File: src/rtl/traffic_light_pedestrian_sequencer_assert.svh
// ---------------------------------------------------------------------------
// Traffic light sequencer assertion macros
// Clocked assertion wrappers; compiled out when ASSERT_OFF is defined.
// ---------------------------------------------------------------------------
`ifndef TRAFFIC_LIGHT_PEDESTRIAN_SEQUENCER_ASSERT_SVH
`define TRAFFIC_LIGHT_PEDESTRIAN_SEQUENCER_ASSERT_SVH

`ifndef ASSERT_OFF
// check outside reset
`define TLPS_ASSERT(label, clk, rst_n, prop, msg) \
    label: assert property (@(posedge clk) disable iff (!rst_n) prop) else $error(msg);
// check at every edge, reset included
`define TLPS_ASSERT_ALWAYS(label, clk, prop, msg) \
    label: assert property (@(posedge clk) prop) else $error(msg);
`else
`define TLPS_ASSERT(label, clk, rst_n, prop, msg)
`define TLPS_ASSERT_ALWAYS(label, clk, prop, msg)
`endif

`endif

File: src/rtl/tlps_pkg.sv
// ---------------------------------------------------------------------------
// Traffic light sequencer package
// Item types, phase codes, register map and the lamp decode.
// ---------------------------------------------------------------------------
`timescale 1ns / 1ps

package tlps_pkg;

    localparam int TIMER_BITS_DEF = 24;
    localparam int CFG_W          = 24;
    localparam int PH_W           = 3;
    localparam int ADDR_W         = 4;

    localparam logic [PH_W-1:0] PH_NS_GREEN  = 3'd0;
    localparam logic [PH_W-1:0] PH_NS_YELLOW = 3'd1;
    localparam logic [PH_W-1:0] PH_EW_GREEN  = 3'd2;
    localparam logic [PH_W-1:0] PH_EW_YELLOW = 3'd3;
    localparam logic [PH_W-1:0] PH_NS_WALK   = 3'd4;
    localparam logic [PH_W-1:0] PH_EW_WALK   = 3'd5;

    localparam logic [1:0] REG_GREEN  = 2'd0;
    localparam logic [1:0] REG_YELLOW = 2'd1;
    localparam logic [1:0] REG_WALK   = 2'd2;

    localparam logic [CFG_W-1:0] GREEN_RST  = 24'd5000;
    localparam logic [CFG_W-1:0] YELLOW_RST = 24'd2000;
    localparam logic [CFG_W-1:0] WALK_RST   = 24'd4000;

    typedef struct packed {
        logic tick;
        logic ns_request;
        logic ew_request;
    } t_in_item;

    typedef struct packed {
        logic [PH_W-1:0] phase;
        logic            ns_green;
        logic            ns_yellow;
        logic            ns_red;
        logic            ew_green;
        logic            ew_yellow;
        logic            ew_red;
        logic            ns_walk;
        logic            ns_dont_walk;
        logic            ew_walk;
        logic            ew_dont_walk;
    } t_out_item;

    // sequencer control state other than the timer
    typedef struct packed {
        logic [PH_W-1:0] phase;
        logic            ns_pending;
        logic            ew_pending;
    } t_seq_ctrl;

    function automatic t_out_item lamps(input logic [PH_W-1:0] ph);
        t_out_item o;
        o = '0;
        o.phase        = ph;
        o.ns_red       = 1'b1;
        o.ew_red       = 1'b1;
        o.ns_dont_walk = 1'b1;
        o.ew_dont_walk = 1'b1;
        case (ph)
            PH_NS_YELLOW: begin
                o.ns_red    = 1'b0;
                o.ns_yellow = 1'b1;
            end
            PH_EW_GREEN: begin
                o.ew_red   = 1'b0;
                o.ew_green = 1'b1;
            end
            PH_EW_YELLOW: begin
                o.ew_red    = 1'b0;
                o.ew_yellow = 1'b1;
            end
            PH_NS_WALK: begin
                o.ns_walk      = 1'b1;
                o.ns_dont_walk = 1'b0;
            end
            PH_EW_WALK: begin
                o.ew_walk      = 1'b1;
                o.ew_dont_walk = 1'b0;
            end
            default: begin
                o.ns_red   = 1'b0;
                o.ns_green = 1'b1;
            end
        endcase
        return o;
    endfunction

endpackage

File: src/rtl/tlps_step.sv
// ---------------------------------------------------------------------------
// Traffic light sequencer step
// Next phase, timer and pending flags for one request, plus lamp decode.
// ---------------------------------------------------------------------------
`timescale 1ns / 1ps

module tlps_step #(
    parameter int TIMER_BITS = tlps_pkg::TIMER_BITS_DEF
) (
    input  tlps_pkg::t_seq_ctrl               i_ctrl,
    input  logic [TIMER_BITS-1:0]             i_elapsed,
    input  tlps_pkg::t_in_item                i_item,
    input  logic [tlps_pkg::CFG_W-1:0]        i_green_time,
    input  logic [tlps_pkg::CFG_W-1:0]        i_yellow_time,
    input  logic [tlps_pkg::CFG_W-1:0]        i_walk_time,
    output tlps_pkg::t_seq_ctrl               o_ctrl,
    output logic [TIMER_BITS-1:0]             o_elapsed,
    output tlps_pkg::t_out_item               o_item
);
    import tlps_pkg::*;

    localparam int CMP_W = (TIMER_BITS > CFG_W) ? TIMER_BITS : CFG_W;

    logic            ns_p;
    logic            ew_p;
    logic [PH_W-1:0] ph;
    logic [PH_W-1:0] nxt;
    logic [TIMER_BITS-1:0] inc;
    logic [CFG_W-1:0]      dur;
    logic                  done;

    always_comb begin
        ns_p = i_ctrl.ns_pending | i_item.ns_request;
        ew_p = i_ctrl.ew_pending | i_item.ew_request;
        ph   = (i_ctrl.phase > PH_EW_WALK) ? PH_NS_GREEN : i_ctrl.phase;

        // saturate at all ones
        inc = (&i_elapsed) ? i_elapsed : i_elapsed + 1'b1;

        case (ph)
            PH_NS_YELLOW, PH_EW_YELLOW: dur = i_yellow_time;
            PH_NS_WALK, PH_EW_WALK:     dur = i_walk_time;
            default:                    dur = i_green_time;
        endcase

        done = (CMP_W'(inc) >= CMP_W'(dur));

        case (ph)
            PH_NS_GREEN:  nxt = PH_NS_YELLOW;
            PH_EW_GREEN:  nxt = PH_EW_YELLOW;
            PH_NS_YELLOW: nxt = ns_p ? PH_NS_WALK : (ew_p ? PH_EW_WALK : PH_EW_GREEN);
            PH_EW_YELLOW: nxt = ns_p ? PH_NS_WALK : (ew_p ? PH_EW_WALK : PH_NS_GREEN);
            PH_NS_WALK:   nxt = PH_EW_GREEN;
            default:      nxt = PH_NS_GREEN;
        endcase

        o_ctrl.phase      = ph;
        o_ctrl.ns_pending = ns_p;
        o_ctrl.ew_pending = ew_p;
        o_elapsed         = i_elapsed;

        if (i_item.tick) begin
            o_elapsed = inc;
            if (done) begin
                o_elapsed    = '0;
                o_ctrl.phase = nxt;
                // a yellow end consumes the request it serves
                if (ph == PH_NS_YELLOW || ph == PH_EW_YELLOW) begin
                    if (ns_p) begin
                        o_ctrl.ns_pending = 1'b0;
                    end else begin
                        o_ctrl.ew_pending = 1'b0;
                    end
                end
            end
        end

        o_item = lamps(o_ctrl.phase);
    end

endmodule

File: src/rtl/traffic_light_pedestrian_sequencer.sv
// ---------------------------------------------------------------------------
// Traffic light pedestrian sequencer
// Two-road phase sequencer with latched pedestrian requests, walk phases
// and an APB register file for the phase durations.
// ---------------------------------------------------------------------------
//  channel   handshake                    payload
//  input     i_in_valid / o_in_ready      i_in_item  (tick, ns/ew request)
//  result    o_out_valid / i_out_ready    o_out_item (phase, ten lamps)
//  config    psel/penable/pwrite/pready   paddr, pwdata, prdata
//
//  One request per cycle while results are taken: each accepted request goes
//  through the step logic and lands in the result register on the edge that
//  accepts it. tlps_step sets the rate: a single compare and phase update.
//  Synchronous active-low reset returns phase to NS green, clears the timer,
//  the pending flags and the result valid, and reloads default durations.
//  A stalled result holds the input off only when the result register is
//  full and not being taken in the same cycle.
// ---------------------------------------------------------------------------
`timescale 1ns / 1ps
`include "traffic_light_pedestrian_sequencer_assert.svh"

module traffic_light_pedestrian_sequencer #(
    parameter int TIMER_BITS = tlps_pkg::TIMER_BITS_DEF
) (
    input  logic                          i_clk,
    input  logic                          i_rst_n,
    // request channel
    input  logic                          i_in_valid,
    output logic                          o_in_ready,
    input  tlps_pkg::t_in_item            i_in_item,
    // result channel
    output logic                          o_out_valid,
    input  logic                          i_out_ready,
    output tlps_pkg::t_out_item           o_out_item,
    // register port
    input  logic                          psel,
    input  logic                          penable,
    input  logic                          pwrite,
    input  logic [tlps_pkg::ADDR_W-1:0]   paddr,
    input  logic [31:0]                   pwdata,
    output logic [31:0]                   prdata,
    output logic                          pready
);
    import tlps_pkg::*;

    // duration registers
    logic [CFG_W-1:0] r_green_time;
    logic [CFG_W-1:0] r_yellow_time;
    logic [CFG_W-1:0] r_walk_time;

    // sequencer state
    t_seq_ctrl             r_ctrl;
    t_seq_ctrl             n_ctrl;
    logic [TIMER_BITS-1:0] r_elapsed;
    logic [TIMER_BITS-1:0] n_elapsed;

    // result register
    logic      r_out_valid;
    t_out_item r_out_item;
    t_out_item n_out_item;

    logic       in_accept;
    logic       cfg_write;
    logic [1:0] reg_idx;

    assign reg_idx   = paddr[ADDR_W-1:2];
    assign pready    = 1'b1;
    assign cfg_write = psel && penable && pwrite && pready;

    // take a new request whenever the result slot frees up this cycle
    assign o_in_ready = !r_out_valid || i_out_ready;
    assign in_accept  = i_in_valid && o_in_ready;

    assign o_out_valid = r_out_valid;
    assign o_out_item  = r_out_item;

    // register read-back, unused addresses read zero
    always_comb begin
        case (reg_idx)
            REG_GREEN:  prdata = 32'(r_green_time);
            REG_YELLOW: prdata = 32'(r_yellow_time);
            REG_WALK:   prdata = 32'(r_walk_time);
            default:    prdata = '0;
        endcase
    end

    // write durations; drop writes beyond the register list
    always_ff @(posedge i_clk) begin
        if (!i_rst_n) begin
            r_green_time  <= GREEN_RST;
            r_yellow_time <= YELLOW_RST;
            r_walk_time   <= WALK_RST;
        end else if (cfg_write) begin
            case (reg_idx)
                REG_GREEN:  r_green_time  <= pwdata[CFG_W-1:0];
                REG_YELLOW: r_yellow_time <= pwdata[CFG_W-1:0];
                REG_WALK:   r_walk_time   <= pwdata[CFG_W-1:0];
                default: begin
                end
            endcase
        end
    end

    tlps_step #(
        .TIMER_BITS (TIMER_BITS)
    ) u_step (
        .i_ctrl        (r_ctrl),
        .i_elapsed     (r_elapsed),
        .i_item        (i_in_item),
        .i_green_time  (r_green_time),
        .i_yellow_time (r_yellow_time),
        .i_walk_time   (r_walk_time),
        .o_ctrl        (n_ctrl),
        .o_elapsed     (n_elapsed),
        .o_item        (n_out_item)
    );

    // advance state only on an accepted request
    always_ff @(posedge i_clk) begin
        if (!i_rst_n) begin
            r_ctrl.phase      <= PH_NS_GREEN;
            r_ctrl.ns_pending <= 1'b0;
            r_ctrl.ew_pending <= 1'b0;
            r_elapsed         <= '0;
        end else if (in_accept) begin
            r_ctrl    <= n_ctrl;
            r_elapsed <= n_elapsed;
        end
    end

    // hold the result until taken
    always_ff @(posedge i_clk) begin
        if (!i_rst_n) begin
            r_out_valid <= 1'b0;
        end else if (in_accept) begin
            r_out_valid <= 1'b1;
        end else if (i_out_ready) begin
            r_out_valid <= 1'b0;
        end
    end

    always_ff @(posedge i_clk) begin
        if (in_accept) begin
            r_out_item <= n_out_item;
        end
    end

    `TLPS_ASSERT(a_no_overwrite, i_clk, i_rst_n, (r_out_valid && !i_out_ready) |-> !o_in_ready, "result overwritten while stalled")
    `TLPS_ASSERT(a_hold_no_tick, i_clk, i_rst_n, (in_accept && !i_in_item.tick) |=> (r_ctrl.phase == $past(r_ctrl.phase)), "phase moved without a tick")
    `TLPS_ASSERT(a_walk_from_yellow, i_clk, i_rst_n, ((r_ctrl.phase == PH_NS_WALK || r_ctrl.phase == PH_EW_WALK) && $past(r_ctrl.phase) != r_ctrl.phase) |-> ($past(r_ctrl.phase) == PH_NS_YELLOW || $past(r_ctrl.phase) == PH_EW_YELLOW), "walk entered from a non-yellow phase")
    `TLPS_ASSERT(a_result_phase, i_clk, i_rst_n, in_accept |=> (r_out_valid && r_out_item.phase == r_ctrl.phase), "result phase differs from state")
    `TLPS_ASSERT_ALWAYS(a_reset_empty, i_clk, !i_rst_n |=> !r_out_valid, "result valid after reset")

endmodule

File: config.mk
export PLATFORM = sky130hd
export DESIGN_NAME = traffic_light_pedestrian_sequencer
export DESIGN_NICKNAME = d
export VERILOG_FILES = /design/src/rtl/tlps_pkg.sv /design/src/rtl/tlps_step.sv /design/src/rtl/traffic_light_pedestrian_sequencer.sv
export VERILOG_INCLUDE_DIRS = /design/src /design/src/rtl
export SDC_FILE = /design/constraint.sdc
export NUM_CORES = 1
export LEC_CHECK = 0
export BUFFER_PORTS_ARGS = -buffer_cell sky130_fd_sc_hd__buf_2
export CORE_ASPECT_RATIO = 0.9
export CORE_UTILIZATION = 62
export DETAILED_ROUTE_END_ITERATION = 8
export HOLD_SLACK_MARGIN = 0.12
export PLACE_DENSITY = 0.88
export SLEW_MARGIN = 20
export SYNTH_ARGS = -nofsm -noshare
export SYNTH_HDL_FRONTEND = slang
export SYNTH_SLANG_ARGS = --single-unit
File: constraint.sdc
create_clock -name i_clk -period 10.55 [get_ports i_clk]
set_input_delay 0.5275 -clock i_clk [delete_from_list [all_inputs] [get_ports i_clk]]
set_output_delay 0.5275 -clock i_clk [all_outputs]
set_load 0.01 [all_outputs]
==> metrics, run 1 <==
clock skew=7.16 ps; clk buf depth=2; Final Cycle Share=48.5%; crit path cell chain=ha_1, nand2_1, a21oi_1, nand3_1, xnor2_1, ha_1, nand4_1, nor4_1, o21ai_0, a21oi_1, or2_1, a21oi_1, a32oi_1, ha_1, inv_1, o41ai_1, a21oi_1; FILL cells=702; Final Total Pwr=1.09 mW; # DRC=0; DR vias=6640; flop2flop setup slack=5430 ps; Mapped Avg Cell Area=7.76 um2; Area Growth Syn to Fin=14.5%; I/O pin count=94; critical path required time=10700 ps; post_cts resized=0; clock net sink count=115; Peak Freq=195 MHz; share of cells above drive strength 1=14.7%; Synth top area share=31.7%; crit-path max FO=18; Total Routing Usage GR=37.0%; vias per inst=6.56; first-pass GRT wire length=30700 um; P_leak=3.00 nW; Ys Warns=0; Synth Instances=831; number of synthesized flops with an enable pin=13; router iterations before antenna repair=5; Post-CTS Repair Setup Buffers=0; Area contributors post-synth=dfxtp_1, nand2_1, a21oi_1, edfxtp_1, ha_1; port bufs=74; Remaining Overflow, GRT=0; hold-critical path endpoint=r_walk_time[10]$_SDFFE_PN1P_; Int Pwr=0.835 mW; H-tree levels=4; origin of the critical flop-to-flop path=r_elapsed[0]$_SDFFE_PN0P_; RSZ-0062 raised after global routing=no; min-delay src=pwdata[10]; max cap viols=0; Clk pwr share=52.0%; CP max stage delay=540 ps; Cell Count, Final, Fillers Out=1012; Hold Path Depth=3; post-DP HPWL=11800 um; Placed Cells=981; pin count of the biggest net entering global routing=46; CP Buf/Inv Count=1; Worst-Skew Late Latency=420 ps; Async SR Flop Fraction=0%; slowest CP cell=or2_1; CP Launch Type=register; setup violators final=0; Setup Total Neg Slack=0 ps; flops & latches, synth=115; number of global-route vias before repair=6501; DRT Wirelength=19100 um; cts bufs inserted=17; Die Span Y=98.8 um; # hold bufs at CTS=0; PwrDens=148 nW/um2; post-synth top area cell=dfxtp_1; final max-slew violation count=0; Top delay family on crit path=compound AO/OA/AOI/OAI gates; initial drt markers=615; CTS root buffer=clkbuf_16; antenna cells=0; combinational fraction of design power=6.4%; Worst-Margin Slew=1130 ps; crit-path most repeated cell=a21oi_1; register share of total power=41.6%; VDD IR max=0.114 mV; hold_ws=351 ps; chip width=110 um; Worst R2R Path Depth=17; row count=34; Slew headroom=24.4%; Routed Antenna Nets=0; Nets=946; Hold WC Path Type=in -> reg; wire per inst=18.9 um; synthesized area=6450 um2; status=finished, final reports clean; Post-synth top flop=dfxtp_1; Switching Share=23.6%; TritonCTS clock tree=built; Worst EP arrival=5270 ps; Seq/Total Area, Yosys=37.7%; crit path time final=5120 ps; Core ar.=9870 um2; final number of hold-violating endpoints=0; Worst-path clk slew=60 ps; worst reg2reg endpoint=o_out_item[9]$_DFFE_PP_; Cell variety after synth=55; GPL Wtd Cong=0.952; nature of the critical path endpoint=register; Switch Pwr=0.259 mW; initial core utilization=65.3%; critical path type=reg -> reg; initial antenna violation count=0; Die Footprint=10800 um2
cell type report:
cell class	instances	area (um2)	share of cell area, %
multi-input combinational	651	3760	50.9
timing repair buffer	81	423	5.73
clock buffer	21	472	6.39
sequential	115	2430	33.0
tap	126	158	2.14
inverter	8	30.0	0.407
clock inverter	10	106	1.44
placed cells by master (no fill, tap or decap), types with 6 or more instances in the layout:
master	n
nand2_1	223
buf_4	7
nor2_1	19
a32o_1	8
clkinv_2	6
mux2i_1	25
a22o_1	17
edfxtp_1	13
nand3_1	40
a21oi_1	113
clkbuf_16	18
xor2_1	9
a31oi_1	7
conb_1	9
dfxtp_1	102
inv_1	7
and3_1	9
o21ai_0	40
ha_1	26
buf_2	74
nand4_1	9
xnor2_1	14
worst register-to-register path: stages, from the launching register on:
cell	delay, ps
dfxtp_1	460
ha_1	410
nand2_1	230
a21oi_1	530
nand3_1	180
xnor2_1	190
ha_1	330
nand4_1	120
nor4_1	530
o21ai_0	180
a21oi_1	310
or2_1	540
a21oi_1	280
a32oi_1	210
ha_1	160
inv_1	40
o41ai_1	50
a21oi_1	80
synth_stat cells (13+ instances only):
cell and number:
o21ai_0 40, mux2i_1 25, a21oi_1 113, ha_1 26, edfxtp_1 13, a22o_1 17
dfxtp_1 102, nand2_1 223, clkbuf_1 48, xnor2_1 14, nor2_1 19, nand3_1 40
flip-flops by register name, indices dropped and copies added, names as in the netlist:
name and count:
o_out_item 13, o_out_valid 1, r_ctrl 5, r_elapsed 24
r_green_time 24, r_walk_time 24, r_yellow_time 24
power groups by stage:
| stage | registers, mW | clock network (mW) | logic, mW |
|---|---|---|---|
| 3_5_place_dp | 0.464 | 0 | 0.0672 |
| 2_1_floorplan | 0.463 | 0 | 0.0423 |
| 3_3_place_gp | 0.463 | 0 | 0.0645 |
| 6_report | 0.455 | 0.569 | 0.0697 |
| 4_1_cts | 0.455 | 0.568 | 0.0680 |
| 5_1_grt | 0.456 | 0.588 | 0.0751 |
how the worst max path moves through the flow:
stage / from / to / slack [ps] / cells past startpoint
finish: r_elapsed[0]$_SDFFE_PN0P_ / o_out_item[9]$_DFFE_PP_ / 5430 / 17
global route: r_elapsed[0]$_SDFFE_PN0P_ / o_out_item[9]$_DFFE_PP_ / 5200 / 17
CTS: r_elapsed[0]$_SDFFE_PN0P_ / o_out_item[9]$_DFFE_PP_ / 5720 / 17
detailed placement: r_elapsed[0]$_SDFFE_PN0P_ / o_out_item[9]$_DFFE_PP_ / 5700 / 17
global placement: r_elapsed[19]$_SDFFE_PN0P_ / o_out_item[9]$_DFFE_PP_ / 5760 / 17
floorplan: r_ctrl[2]$_SDFFE_PN0P_ / o_out_item[9]$_DFFE_PP_ / 6760 / 21
cell families (layout without fill, tap and decap cells):
kind of cell             Yosys count  count (layout)  share of synthesized area (%)
AO/OA/AOI/OAI                    212             212                           19.6
XOR/XNOR                          23              23                           3.12
adder cells (fa/ha/maj)           26              26                           5.04
buffers and inverters             72             120                           4.81
flip-flops                       115             115                           37.7
multiplexers                      29              29                           4.58
other                              2               9                          0.116
AND/OR/NAND/NOR                  352             352                           25.0
layer usage:
| metal | GRT usage (%) | vias to the layer above | part of all wire [%] |
|---|---|---|---|
| met5 | 0 | - | 0 |
| met4 | 19.5 | 0 | 4.1 |
| met3 | 10.5 | 87 | 11 |
| met2 | 59.5 | 457 | 47 |
| met1 | 44.7 | 3095 | 38 |
| li1 | - | 3001 | - |
stage by stage:
| stage | utilization (%) | setup WS (ps) | area (um2) |
|---|---|---|---|
| after floorplan | - | 6760 | 6470 |
| after global placement | 68.9 | 5760 | 6800 |
| after detailed placement | 68.9 | 5700 | 6800 |
| after CTS | 74.8 | 5720 | 7380 |
| after global routing | 74.8 | 5200 | 7380 |
| final | 74.8 | 5430 | 7380 |
Power figures use the tool's default switching activity.
==> run 2: changes to the inputs <==
Settings changed: CORE_UTILIZATION 62 to 58, PLACE_DENSITY 0.88 to 0.83.
Clock period 10.55 ns to 5.3 ns, I/O delays scaled along.
==> run 2 against run 1 <==
Against the previous run:
- hold slack worse by 220 ps
- worst setup slack worse by 4500 ps
- critical endpoint unchanged
- via count is 4.2% lower
- critical path depth unchanged
- non-clock buffer count is 26 higher
- cell count grew 3.4%
- count of clock-buffer cells in the layout stayed put
==> metrics, run 2 (synthesis gave the netlist of run 1 again) <==
status=finished, final reports clean (unchanged); max cap viols=0 (unchanged); Worst R2R Path Depth=17 (unchanged); antenna cells=0 (unchanged); CP Launch Type=register (unchanged); critical path type=reg -> reg (unchanged); met3 wire length=1510 um (was 2020 um); row count=36 (was 34); flop2flop setup slack=930 ps (was 5430 ps); Switching Share=24.4% (was 23.6%); Hold Path Depth=3 (unchanged); initial antenna violation count=0 (unchanged); VDD IR max=0.216 mV (was 0.114 mV); Cell Count, Final, Fillers Out=1046 (was 1012); Setup Total Neg Slack=0 ps (unchanged); critical path required time=5440 ps (was 10700 ps); number of global-route vias before repair=5819 (was 6501); Remaining Overflow, GRT=0 (unchanged); WL met2=8190 um (was 9020 um); port bufs=74 (unchanged); DR vias=6360 (was 6640); commonest non-fill, non-tap cell in the layout=nand2_1 (unchanged); final max-slew violation count=0 (unchanged); Total Routing Usage GR=30.7% (was 37.0%); RSZ-0062 raised after global routing=no (unchanged); H-tree levels=4 (unchanged); Peak Freq=229 MHz (was 195 MHz); Worst-Skew Late Latency=410 ps (was 420 ps); area of the multi-input gates=3750 um2 (was 3760 um2); hold-critical path endpoint=r_yellow_time[18]$_SDFFE_PN0P_ (was r_walk_time[10]$_SDFFE_PN1P_); initial core utilization=59.7% (was 65.3%); origin of the critical flop-to-flop path=r_elapsed[0]$_SDFFE_PN0P_ (unchanged); vias per inst=6.08 (was 6.56); PwrDens=284 nW/um2 (was 148 nW/um2); pin count of the biggest net entering global routing=46 (unchanged); share of cells above drive strength 1=14.8% (was 14.7%); GPL Wtd Cong=0.845 (was 0.952); Hold WC Path Type=in -> reg (unchanged); setup violators final=0 (unchanged); Die Span Y=102 um (was 98.8 um); Worst-Margin Slew=1100 ps (was 1130 ps); Clk pwr share=51.3% (was 52.0%); Slew headroom=27.0% (was 24.4%); post-DP HPWL=10700 um (was 11800 um); Nets=972 (was 946); first-pass GRT wire length=28000 um (was 30700 um); worst reg2reg endpoint=o_out_item[9]$_DFFE_PP_ (unchanged); post_cts resized=0 (unchanged); clock skew=10.8 ps (was 7.16 ps); Die Footprint=11500 um2 (was 10800 um2); DP Area=6820 um2 (was 6800 um2); clk buf depth=2 (unchanged); Worst-path clk slew=60 ps (about the same); met1 WL=7440 um (was 7250 um); TritonCTS clock tree=built (unchanged); nature of the critical path endpoint=register (unchanged); wire per inst=16.7 um (was 18.9 um); initial drt markers=553 (was 615); commonest cells after routing, fill and taps aside=nand2_1, a21oi_1, dfxtp_1 (unchanged); CTS root buffer=clkbuf_16 (unchanged); clock net sink count=115 (unchanged); Area Growth Syn to Fin=18.3% (was 14.5%); Final Cycle Share=82.4% (was 48.5%); P_leak=3.10 nW (was 3.00 nW); min-delay src=pwdata[18] (was pwdata[10]); chip width=113 um (was 110 um); Placed Cells=991 (was 981); Routed Antenna Nets=0 (unchanged); FILL cells=833 (was 702); fin area=7630 um2 (was 7380 um2); FF/Latch Area=2430 um2 (unchanged); Switch Pwr=0.528 mW (was 0.259 mW); cts bufs inserted=17 (unchanged); hold_ws=132 ps (was 351 ps); crit path time final=4370 ps (was 5120 ps); max layer used=met4 (unchanged); Int Pwr=1.64 mW (was 0.835 mW); router iterations before antenna repair=5 (unchanged); DRT Wirelength=17400 um (was 19100 um); Worst EP arrival=4510 ps (was 5270 ps); register share of total power=41.8% (was 41.6%); crit-path max FO=7 (was 18); combinational fraction of design power=6.9% (was 6.4%); I/O pin count=94 (unchanged); Core ar.=10800 um2 (was 9870 um2); # DRC=0 (unchanged); final number of hold-violating endpoints=0 (unchanged)
==> run 2: changes by cell type in the layout (fill, tap and decap cells not counted), sizes merged <==
| cell | previous run | this run |
|---|---|---|
| bufinv | 2 | 1 |
| dlygate4sd3 | 0 | 23 |
| inv | 8 | 11 |
| clkinvlp | 1 | 3 |
| buf | 81 | 84 |
| clkinv | 7 | 4 |
==> run 2: layout make-up <==
class                   count  share of cell area, %
inverters                   8                  0.394
repair buffers            107                   8.86
well taps                 133                   2.18
clock buffers              21                   6.19
flip-flops and latches    115                   31.9
multi-input cells         651                   49.2
clock inverters            11                   1.31
==> run 2: worst max path at each step <==
stage	startpoint	endpoint	slack (ps)	cells after the start
5_1_grt	r_elapsed[0]$_SDFFE_PN0P_	o_out_item[9]$_DFFE_PP_	410	17
6_report	r_elapsed[0]$_SDFFE_PN0P_	o_out_item[9]$_DFFE_PP_	930	17
2_1_floorplan	r_ctrl[2]$_SDFFE_PN0P_	o_out_item[9]$_DFFE_PP_	1510	21
3_3_place_gp	r_elapsed[0]$_SDFFE_PN0P_	o_out_item[9]$_DFFE_PP_	1110	17
3_5_place_dp	r_elapsed[0]$_SDFFE_PN0P_	o_out_item[9]$_DFFE_PP_	1000	17
4_1_cts	r_elapsed[0]$_SDFFE_PN0P_	o_out_item[9]$_DFFE_PP_	980	17
==> run 2: layer usage <==
layer  up-vias  track usage [%]
li1       3058                -
met1      2938             40.7
met2       329             50.9
met3        35             5.16
met4         0             11.4
met5         -                0
==> run 2: worst max-delay path, stage by stage, from the launching register on <==
cell and delay, ps:
dfxtp_1 450, ha_1 380, nand2_1 190, a21oi_1 530, nand3_1 170, xnor2_1 180, ha_1 310, nand4_1 110
nor4_1 410, o21ai_0 160, a21oi_1 240, or2_1 210, a21oi_1 170, a32oi_1 220, ha_1 180, inv_1 50
o41ai_1 50, a21oi_1 80
==> run 2: metrics by stage <==
| step | util, % | power (mW) | setup WS [ps] |
|---|---|---|---|
| floorplan | - | 1.01 | 1510 |
| global placement | 63.1 | 1.05 | 1110 |
| detailed placement | 63.1 | 1.05 | 996 |
| CTS | 70.5 | 2.16 | 975 |
| global route | 70.5 | 2.22 | 405 |
| finish | 70.5 | 2.16 | 934 |
==> run 2: power groups by stage <==
stage	logic, mW	registers [mW]	clock network (mW)
6_report	0.149	0.905	1.11
4_1_cts	0.146	0.904	1.11
2_1_floorplan	0.0841	0.923	0
5_1_grt	0.162	0.906	1.15
3_3_place_gp	0.131	0.922	0
3_5_place_dp	0.132	0.922	0
==> run 2: timing repair <==
item                                    CTS  global route
endpoints found under the hold margin    52             0
hold buffers                             23             0
endpoints found under the setup margin    0             0
buffers inserted                          0             0
